**src/hw/rtl/tspa_pkg.sv**
```systemverilog
// Shared constants and helpers for the triangle side, perimeter and area block.
// No dependencies.
package tspa_pkg;
	localparam int COORD_BITS = 16;
	localparam int FRAC_BITS  = 8;
	localparam int DIFF_BITS  = COORD_BITS + 1;
	localparam int MAG_BITS   = COORD_BITS;
	localparam int SQ_BITS    = 2 * MAG_BITS + 1;
	localparam int RAD_BITS   = SQ_BITS + 2 * FRAC_BITS;
	localparam int ROOT_BITS  = (RAD_BITS + 1) / 2;
	localparam int RAD_PAD_BITS = 2 * ROOT_BITS;
	localparam int SIDE_BITS  = 25;
	localparam int PERIM_BITS = 27;
	localparam int AREA_BITS  = 33;
	localparam int PROD_BITS  = 2 * DIFF_BITS;
	localparam int CROSS_BITS = PROD_BITS + 1;
	localparam int SQRT_STAGES = ROOT_BITS;
	localparam int IN_BYTES_BITS  = 96;
	localparam int OUT_BYTES_BITS = 136;
endpackage

```
**src/hw/rtl/tspa_delay.sv**
```systemverilog
// Enable-gated delay line matching the square root depth.
// Depends on tspa_pkg.
module tspa_delay
	import tspa_pkg::*;
(
	input  logic                  clk,
	input  logic                  en,
	input  logic [AREA_BITS:0]    din,
	output logic [AREA_BITS:0]    dout
);
	logic [AREA_BITS:0] tap_q [SQRT_STAGES];
	always_ff @(posedge clk) begin
		if (en) begin
			tap_q[0] <= din;
			for (int i = 1; i < SQRT_STAGES; i++) tap_q[i] <= tap_q[i-1];
		end
	end
	assign dout = tap_q[SQRT_STAGES-1];
endmodule

```
**config.mk**
```make
export PLATFORM = sky130hd
export DESIGN_NAME = tspa_delay
export DESIGN_NICKNAME = d
export VERILOG_FILES = /design/src/hw/rtl/tspa_pkg.sv /design/src/hw/rtl/tspa_delay.sv
export SDC_FILE = /design/constraint.sdc
export NUM_CORES = 1
export LEC_CHECK = 0
export ABC_AREA = 1
export BUFFER_PORTS_ARGS = -buffer_cell sky130_fd_sc_hd__buf_4
export CAP_MARGIN = 40
export CORE_AREA = 5 5 351 250
export DETAILED_ROUTE_END_ITERATION = 6
export DIE_AREA = 0 0 356 255
export PLACE_DENSITY = 0.46
export SLEW_MARGIN = 20
export SYNTH_ARGS = -nofsm -noshare
export SYNTH_HDL_FRONTEND = slang
export SYNTH_SLANG_ARGS = --single-unit
```
**constraint.sdc**
```tcl
create_clock -name clk -period 0.8 [get_ports clk]
set_input_delay 0.16 -clock clk [delete_from_list [all_inputs] [get_ports clk]]
set_output_delay 0.16 -clock clk [all_outputs]
set_load 0.05 [all_outputs]
```
==> results by group <==
Detailed routing
  • Met2 Wirelength: 12,300 um
  • Vias: between 8,000 and 9,000
  • WL met1: 13,300 um
  • Post-route ant nets: 0
  • WL met3: 1380 um
  • Top layer in use: met4
  • Wire per inst: 12.2 um
  • Drt via density: 3.67
  • Initial drt markers: 589
  • Routed WL: 28,300 um
  • DRC viols: 0
  • DRT Pass-1 Iters: 6

Critical path
  • Crit path buffers/inverters: 2
  • Crit-path leading delay family: flip-flops
  • CP Cell Sequence: buf_12 > buf_12
  • Slowest stage delay, CP: 0.42 ns
  • CP max-delay cell: edfxtp_1
  • Critical path arrival: approximately 1.3 ns
  • Crit path top cell by count: buf_12
  • Worst Path Max Fanout: 1
  • Setup crit start kind: flip-flop
  • WS Path Type: flip-flop to output pin
  • Crit path depth: 2
  • Critical Path Sink Type: output pin
  • Reg2Reg Depth: 0
  • Critical Path RT: between 0.6 and 0.7 ns

Synth
  • Post-synth net total: 920
  • Synthesis-stage register bit count: 850
  • Simple-Gate Fraction of Synth Area: 0%
  • Xor/xnor share of the synthesized area: 0%
  • Synth Area per Inst: 29.2 um^2
  • Cell taking the most area after synthesis: edfxtp_1
  • Synth warn: 0
  • Cells after Synth: just under 900
  • Top post-synthesis cells by area: edfxtp_1 (99%), buf_4 (0.99%)
  • Compound-Gate Fraction of Synth Area: 0%
  • Share of the synthesized area in the top cell type: 99.0%
  • Adder-Cell Fraction of Synth Area: 0%
  • Yosys cell types: 2
  • Mapped Area: 0.0258 mm^2
  • Largest family of logic cells by synthesized area: buffers and inverters
  • Mux share of post-synthesis cell area: 0%
  • Sequential-to-total area share from yosys stat: 99.0%

Cells and area
  • Most frequent cells in the layout: edfxtp_1 (850), clkbuf_16 (86), buf_4 (86)
  • Max FFs per register: 850
  • # fillers: 7,533
  • #MultiIn Comb: 0
  • NumNets Final: 1,153
  • Diodes inserted: 0
  • Area occupied by multi-input gates: 0 um^2
  • Non-Filler Instances: 2,323
  • Area occupied by registers: about 0.026 mm^2
  • Most common cell after layout, fill and taps aside: edfxtp_1
  • Biggest register: tap_q
  • Top Registers: tap_q (850)
  • Layout cells sized above 1: a little under a quarter
  • Area Overhead vs Synth: 22.7%

Die
  • Starting Density: 30.8%
  • Die width: 356 um
  • Core Rows: 89
  • IO Pins: 70
  • Die ar.: 0.0908 mm^2
  • Die height: 255 um
  • Core box area: 0.0837 mm^2

STA
  • Tcrit/Tclk final: 188%
  • Hold Vio Cnt, Final: 0
  • Fmax: around 0.66 GHz
  • Max-slew violations: 0
  • PnR worst setup slack: -0.704 ns
  • Final Setup Violations: 34
  • Setup Skew: between 0.015 and 0.02 ns
  • Slew margin rel.: 80.6%
  • Minimum clock period: approximately 1.5 ns
  • Unrepaired setup endpoints after global routing: yes
  • Least-Margin Pin Slew: between 0.2 and 0.3 ns
  • Hold slack: 0.0829 ns

Min path
  • Worst Hold Path Cells: 2
  • Worst Hold Class: input port to flip-flop

Place
  • Port bufs: 69
  • HPWL after detailed placement: 13,900 um
  • Placed cells: 2,133
  • RD Place Congestion: roughly 0.64

Clock tree
  • Clock Tree Buf Depth: 3
  • CTS tree: built
  • Root buffer cell: clkbuf_16
  • Cts bufs inserted: 85
  • Clock-pin slew on the worst setup and hold paths: 0.06 ns
  • Skew-Pair Late Insertion Delay: 0.62 ns
  • Sink Count: between 800 and 900
  • # H-tree levels: 3

Job
  • Maxcap violations: 0

GRT
  • First-pass GRT wire length: 46,400 um
  • Total track usage: 6.31%
  • Number of global-route vias before repair: 8,829
  • Global route overflow: 0
  • Largest net degree at the start of global routing: 51
  • Initial antenna violation count: 0

Power and ir drop
  • Pwr Total: 0.0939 W
  • LEAKAGE: between 10 and 15 nW
  • Power Density: 2970 mW/mm^2
  • VDD IR max: approximately 1.5 mV

Status
  • Failing checks: negative setup slack
  • Status: complete, but fails checks
==> path summary, 6_finish.rpt <==
kind            startpoint  slack [ns]            end
min                     en        0.08  tap_q[1][151]
max reg2reg  tap_q[0][233]        0.11  tap_q[0][267]
min reg2reg   tap_q[1][96]        0.41  tap_q[1][130]
max          tap_q[1][286]       -0.70       dout[14]
==> Yosys cell counts (all sizes together) <==
cell    instances
buf            34
edfxtp        850
==> cell families after synthesis <==
group | count (synthesis)
buffers and inverters | 34
flip-flops | 850
==> layout make-up <==
type / count / area share (%)
Sequential cell: 850 / 80.7
Clock buffer: 97 / 6.93
Timing Repair Buffer: 180 / 5.98
Tap cell: 1137 / 4.50
Clock inverter: 59 / 1.92
==> per-layer routing <==
layer / global-route usage (%) / vias to the layer above
met5: 0 / -
met4: 3.76 / 0
met3: 2.07 / 94
li1: - / 4060
met1: 8.53 / 4228
met2: 8.91 / 136
==> power breakdown <==
group | leakage (nW) | total (W) | switching [W] | internal [W]
Sequential | 8.32 | 0.0525 | 0.000604 | 0.0519
Combinational | 1.01 | 0.00209 | 0.00129 | 0.000801
Clock | 1.37 | 0.0393 | 0.0162 | 0.0231
==> stage by stage <==
step           util, %  area [um^2]  setup WS (ns)  TNS [ns]
4_1_cts           37.8        31600         -0.773    -20.47
5_1_grt           37.8        31600         -0.777    -20.56
2_1_floorplan        -        25800          0.117         0
6_report          37.8        31600         -0.704    -17.96
3_5_place_dp      33.9        28400         -0.455   -285.43
3_3_place_gp      33.9        28400         -0.439   -278.68
==> what timing repair did <==
action / in CTS / in global routing
endpoints found under the hold margin: 34 / 0
setup endpoints to repair: 34 / 34
setup buffers: 0 / 0
hold buffers: 34 / 0
cloned: 0 / 0
resized for setup: 36 / 0
(Power assumes the default switching activity.)
