[src/hw/rtl/tspa_pkg.sv]
// Shared constants and helpers for the triangle side, perimeter and area block.
// No dependencies.
package tspa_pkg;
	localparam int COORD_BITS = 16;
	localparam int FRAC_BITS  = 8;
	localparam int DIFF_BITS  = COORD_BITS + 1;
	localparam int MAG_BITS   = COORD_BITS;
	localparam int SQ_BITS    = 2 * MAG_BITS + 1;
	localparam int RAD_BITS   = SQ_BITS + 2 * FRAC_BITS;
	localparam int ROOT_BITS  = (RAD_BITS + 1) / 2;
	localparam int RAD_PAD_BITS = 2 * ROOT_BITS;
	localparam int SIDE_BITS  = 25;
	localparam int PERIM_BITS = 27;
	localparam int AREA_BITS  = 33;
	localparam int PROD_BITS  = 2 * DIFF_BITS;
	localparam int CROSS_BITS = PROD_BITS + 1;
	localparam int SQRT_STAGES = ROOT_BITS;
	localparam int IN_BYTES_BITS  = 96;
	localparam int OUT_BYTES_BITS = 136;
endpackage

[src/hw/rtl/tspa_sqrt.sv]
// Pipelined restoring integer square root, one result bit per stage.
// Depends on tspa_pkg.
module tspa_sqrt
	import tspa_pkg::*;
(
	input  logic                 clk,
	input  logic                 en,
	input  logic [SQ_BITS-1:0]   sq,
	output logic [ROOT_BITS-1:0] root
);
	logic [RAD_PAD_BITS-1:0] rad_q [SQRT_STAGES+1];
	logic [ROOT_BITS+1:0]    rem_q [SQRT_STAGES+1];
	logic [ROOT_BITS-1:0]    res_q [SQRT_STAGES+1];

	always_comb begin
		rad_q[0] = {{(RAD_PAD_BITS-RAD_BITS){1'b0}}, sq, {(2*FRAC_BITS){1'b0}}};
		rem_q[0] = '0;
		res_q[0] = '0;
	end

	for (genvar i = 0; i < SQRT_STAGES; i++) begin : g_st
		logic [ROOT_BITS+1:0]    r_shift;
		logic [ROOT_BITS+1:0]    trial;
		logic [RAD_PAD_BITS-1:0] rad_pad;
		always_comb begin
			rad_pad = rad_q[i];
			r_shift = {rem_q[i][ROOT_BITS-1:0], rad_pad[RAD_PAD_BITS-1 -: 2]};
			trial   = {res_q[i], 2'b01};
		end
		always_ff @(posedge clk) begin
			if (en) begin
				rad_q[i+1] <= rad_q[i] << 2;
				if (r_shift >= trial) begin
					rem_q[i+1] <= r_shift - trial;
					res_q[i+1] <= {res_q[i][ROOT_BITS-2:0], 1'b1};
				end else begin
					rem_q[i+1] <= r_shift;
					res_q[i+1] <= {res_q[i][ROOT_BITS-2:0], 1'b0};
				end
			end
		end
	end

	assign root = res_q[SQRT_STAGES];
endmodule

[config.mk]
export PLATFORM = sky130hd
export DESIGN_NAME = tspa_sqrt
export DESIGN_NICKNAME = d
export VERILOG_FILES = /design/src/hw/rtl/tspa_pkg.sv /design/src/hw/rtl/tspa_sqrt.sv
export SDC_FILE = /design/constraint.sdc
export NUM_CORES = 2
export LEC_CHECK = 0
export ABC_CLOCK_PERIOD_IN_PS = 4400
export BUFFER_PORTS_ARGS = -buffer_cell sky130_fd_sc_hd__buf_2
export CORE_MARGIN = 1
export CORE_UTILIZATION = 60
export CTS_BUF_LIST = sky130_fd_sc_hd__clkbuf_8
export CTS_CLUSTER_SIZE = 10
export DETAILED_ROUTE_END_ITERATION = 16
export PLACE_DENSITY = 0.76
export SYNTH_ARGS = -nofsm -noshare
export SYNTH_HDL_FRONTEND = slang
export SYNTH_SLANG_ARGS = --single-unit
[constraint.sdc]
create_clock -name clk -period 4.4 [get_ports clk]
set_input_delay 0.88 -clock clk [delete_from_list [all_inputs] [get_ports clk]]
set_output_delay 0.88 -clock clk [all_outputs]
set_load 0.01 [all_outputs]
==> results.md <==
- Mux share of post-synthesis cell area: 2.06%
- Dpl hpwl: 78000 um
- Int Power: 21.3 mW
- Clock transition at path regs: 60 ps
- WL/cell: 17.2 um
- PostCTS Resize Cnt: 0
- Syn avg cell area: 12.3 um^2
- Die ar.: 0.0966 mm^2
- Asr flop ratio synth: 0%
- Clk buf depth: 3
- # setup viols final: 0
- Root buffer cell: clkbuf_8
- Post-Synth Simple-Gate Area: 10.1%
- YS warnings: 0
- Yosys cell types: 99
- GRT Util Overall: 22.3%
- Final hold viol count: 0
- EDFF count, synth: 1139
- FILL cells: 6962
- Boundary Pins: 60
- Critical R2R Launch: g_st[12].r_shift[6]
- Clock sink count: 1139
- Post-synthesis adder-cell area fraction: 7.57%
- First-pass GRT wire length: 175000 um
- F_max: 272 MHz
- CP startpoint kind: flop
- CORE AREA: 0.0939 mm^2
- Sequential share of power: 49.4%
- Actual slew at the worst max-slew pin: 1060 ps
- DRT iter0 DRCs: 2608
- GP Congestion: 0.900
- Total CTS buffers: 182
- CTS tree: done
- Top_reg_cell synth: edfxtp_1
- Worst hold path class: input port to flop
- Placed inst area: 0.0594 mm^2
- Vias in the first global route: 34900
- Die W: 311 um
- CP startpoint: g_st[12].r_shift[6]
- Maximum vdd drop: 0.319 mV
- GRT overflow: 0
- Final nets: 5250
- Clock H-tree levels: 4
- Synth area leader: edfxtp_1
- Critical Path AT: 4270 ps
- Wirelength, routed: 108000 um
- R2R depth: 9
- DRT antenna net count: 0
- Setup TNS Final: 0 ps
- WS Path Type: flop to flop
- Initial Utilization: 61.0%
- DR pass1 iterations: 6
- Worst hold slack: 205 ps
- Final instance area: 0.0628 mm^2
- Leakage: 24.8 nW
- Reg2reg end: g_st[13].r_shift[26]
- Largest family of logic cells by synthesized area: compound AO/OA/AOI/OAI gates
- Slack of the worst reg-to-reg path: 730 ps
- Leading post-synthesis cells by instance count: edfxtp_1, inv_1, ha_1
- Vias after detailed routing: 35900
- P per Cell Area: 480 mW/mm^2
- IO buf count: 59
- Count leader, synth: edfxtp_1
- Status: finished, final reports clean
- DRC violations left: 0
- Pwr Total: 30.1 mW
- Initial antenna violation count: 1
- Top post-synthesis cells by area: edfxtp_1, ha_1, xnor2_1, inv_1, xor2_1
- XOR/XNOR Fraction of Synth Area: 6.29%
- Top cell type's share of synthesized area: 59.7%
- Slew Limit Fails: 0
- Via/cell ratio: 5.72
- CP max FO: 28
- CTS Hold Bufs: 0
- Die H: 311 um
- Final core utilization: 66.8%
- Syn Nets: 5026
- Flops & latches, synth: 1139
- Post-Syn Instances: 4649
- Mapped Area: 0.0572 mm^2
- Seq/Total Area, Yosys: 59.7%
- Combinational group share of total power: 23.0%
- Net Switching: 8.81 mW
- Clk pwr share: 27.6%
- Post-CTS Repair Setup Buffers: 0
- Tcrit/Tclk final: 83.4%
- Cell Rows: 112
- Rel. slew slack: 29.4%
- Multi-input gate area: 0.0211 mm^2
- Area delta synth->final: 9.64%
- Critical Path RT: 5000 ps
- Worst Skew: 34.9 ps
- Critical path capture point type: flop
- Pin count of the biggest net entering global routing: 106
- Final worst path period need: 3670 ps
- Setup crit end: g_st[13].r_shift[26]
- Fraction of layout cells with a size suffix above 1: 10.2%
- RSZ-0062 raised after global routing: false
- Maximum Capacitance Violations: 0
- Complex-gate fraction of the synthesized area: 10.7%
- Sw frac: 29.3%
- Clock Latency Late Sink: 860 ps
- Sequential cell area: 0.0342 mm^2
[area by class of cell]
cell class / count / area share (%)
antenna: 2 / 0.00797
sequential: 1139 / 54.5
clock buffer: 187 / 4.10
multi-input combinational: 2995 / 33.6
tap: 1254 / 2.50
timing repair buffer: 117 / 1.48
clock inverter: 142 / 1.18
inverter: 438 / 2.62
[worst max-delay path: stages (launching register included)]
cell and delay (ps):
edfxtp_1 390, ha_1 370, nand2_1 100, or4_1 480
or4_1 500, nand3_1 120, o21ba_1 510, a2111oi_4 620
nand3b_1 170, xnor2_1 170
[metal layers]
metal / part of all wire (%) / up-vias / GRT usage (%)
met2: 47 / 953 / 35.9
li1: - / 17700 / -
met4: 2.3 / 0 / 7.39
met5: 0 / - / 0
met1: 45 / 17100 / 31.0
met3: 5.3 / 196 / 3.63
[kinds of logic (layout without fill, tap and decap cells)]
kind of cell / count (synthesis) / after routing
AOI/OAI and AO/OA: 974 / 974
DFF: 1139 / 1139
adders and majority gates: 342 / 342
buffers and inverters: 515 / 884
and+or+nand+nor: 1161 / 1161
muxes: 106 / 106
xor gates and xnor gates: 411 / 411
other: 1 / 3
[stage by stage]
stage / instances / setup slack, ps
after global placement: 5943 / 872
after global routing: 6274 / 506
after CTS: 6272 / 751
after floorplan: 4649 / 1320
after detailed placement: 5943 / 772
final: 6274 / 730
[placed cells by master, fill, tap and decap left out, drive strengths merged, types with 117 or more instances in the layout]
master / n
edfxtp: 1139
clkbuf: 187
xnor2: 227
buf: 117
inv: 497
nor3: 126
xor2: 184
nor2: 298
nand2: 256
a21oi: 313
ha: 335
o21ai: 231
[how the worst min path moves through the flow]
stage	start	end	cells after the start
after floorplan	g_st[9].rad_pad[34]	g_st[10].rad_pad[36]	0
after global placement	g_st[1].rad_pad[47]	g_st[2].rad_pad[49]	0
after detailed placement	g_st[2].rad_pad[25]	g_st[3].rad_pad[27]	0
after CTS	sq[6]	g_st[1].rad_pad[24]	1
after global routing	sq[32]	g_st[1].trial[2]	1
final	sq[12]	g_st[1].rad_pad[30]	1
[power by group through the flow]
stage / registers, mW / logic, mW / clock network (mW)
after detailed placement: 15.1 / 6.85 / 0
after floorplan: 14.7 / 5.36 / 0
after global routing: 15.0 / 7.75 / 9.02
final: 14.9 / 6.93 / 8.30
after CTS: 14.9 / 6.90 / 8.56
after global placement: 15.1 / 6.68 / 0
[registers in the layout (all words and copies together), names as in the netlist]
register      flops
g_st.rad_pad    272
g_st.trial      300
g_st.r_shift    542
root             25
Power figures use the tool's default switching activity.
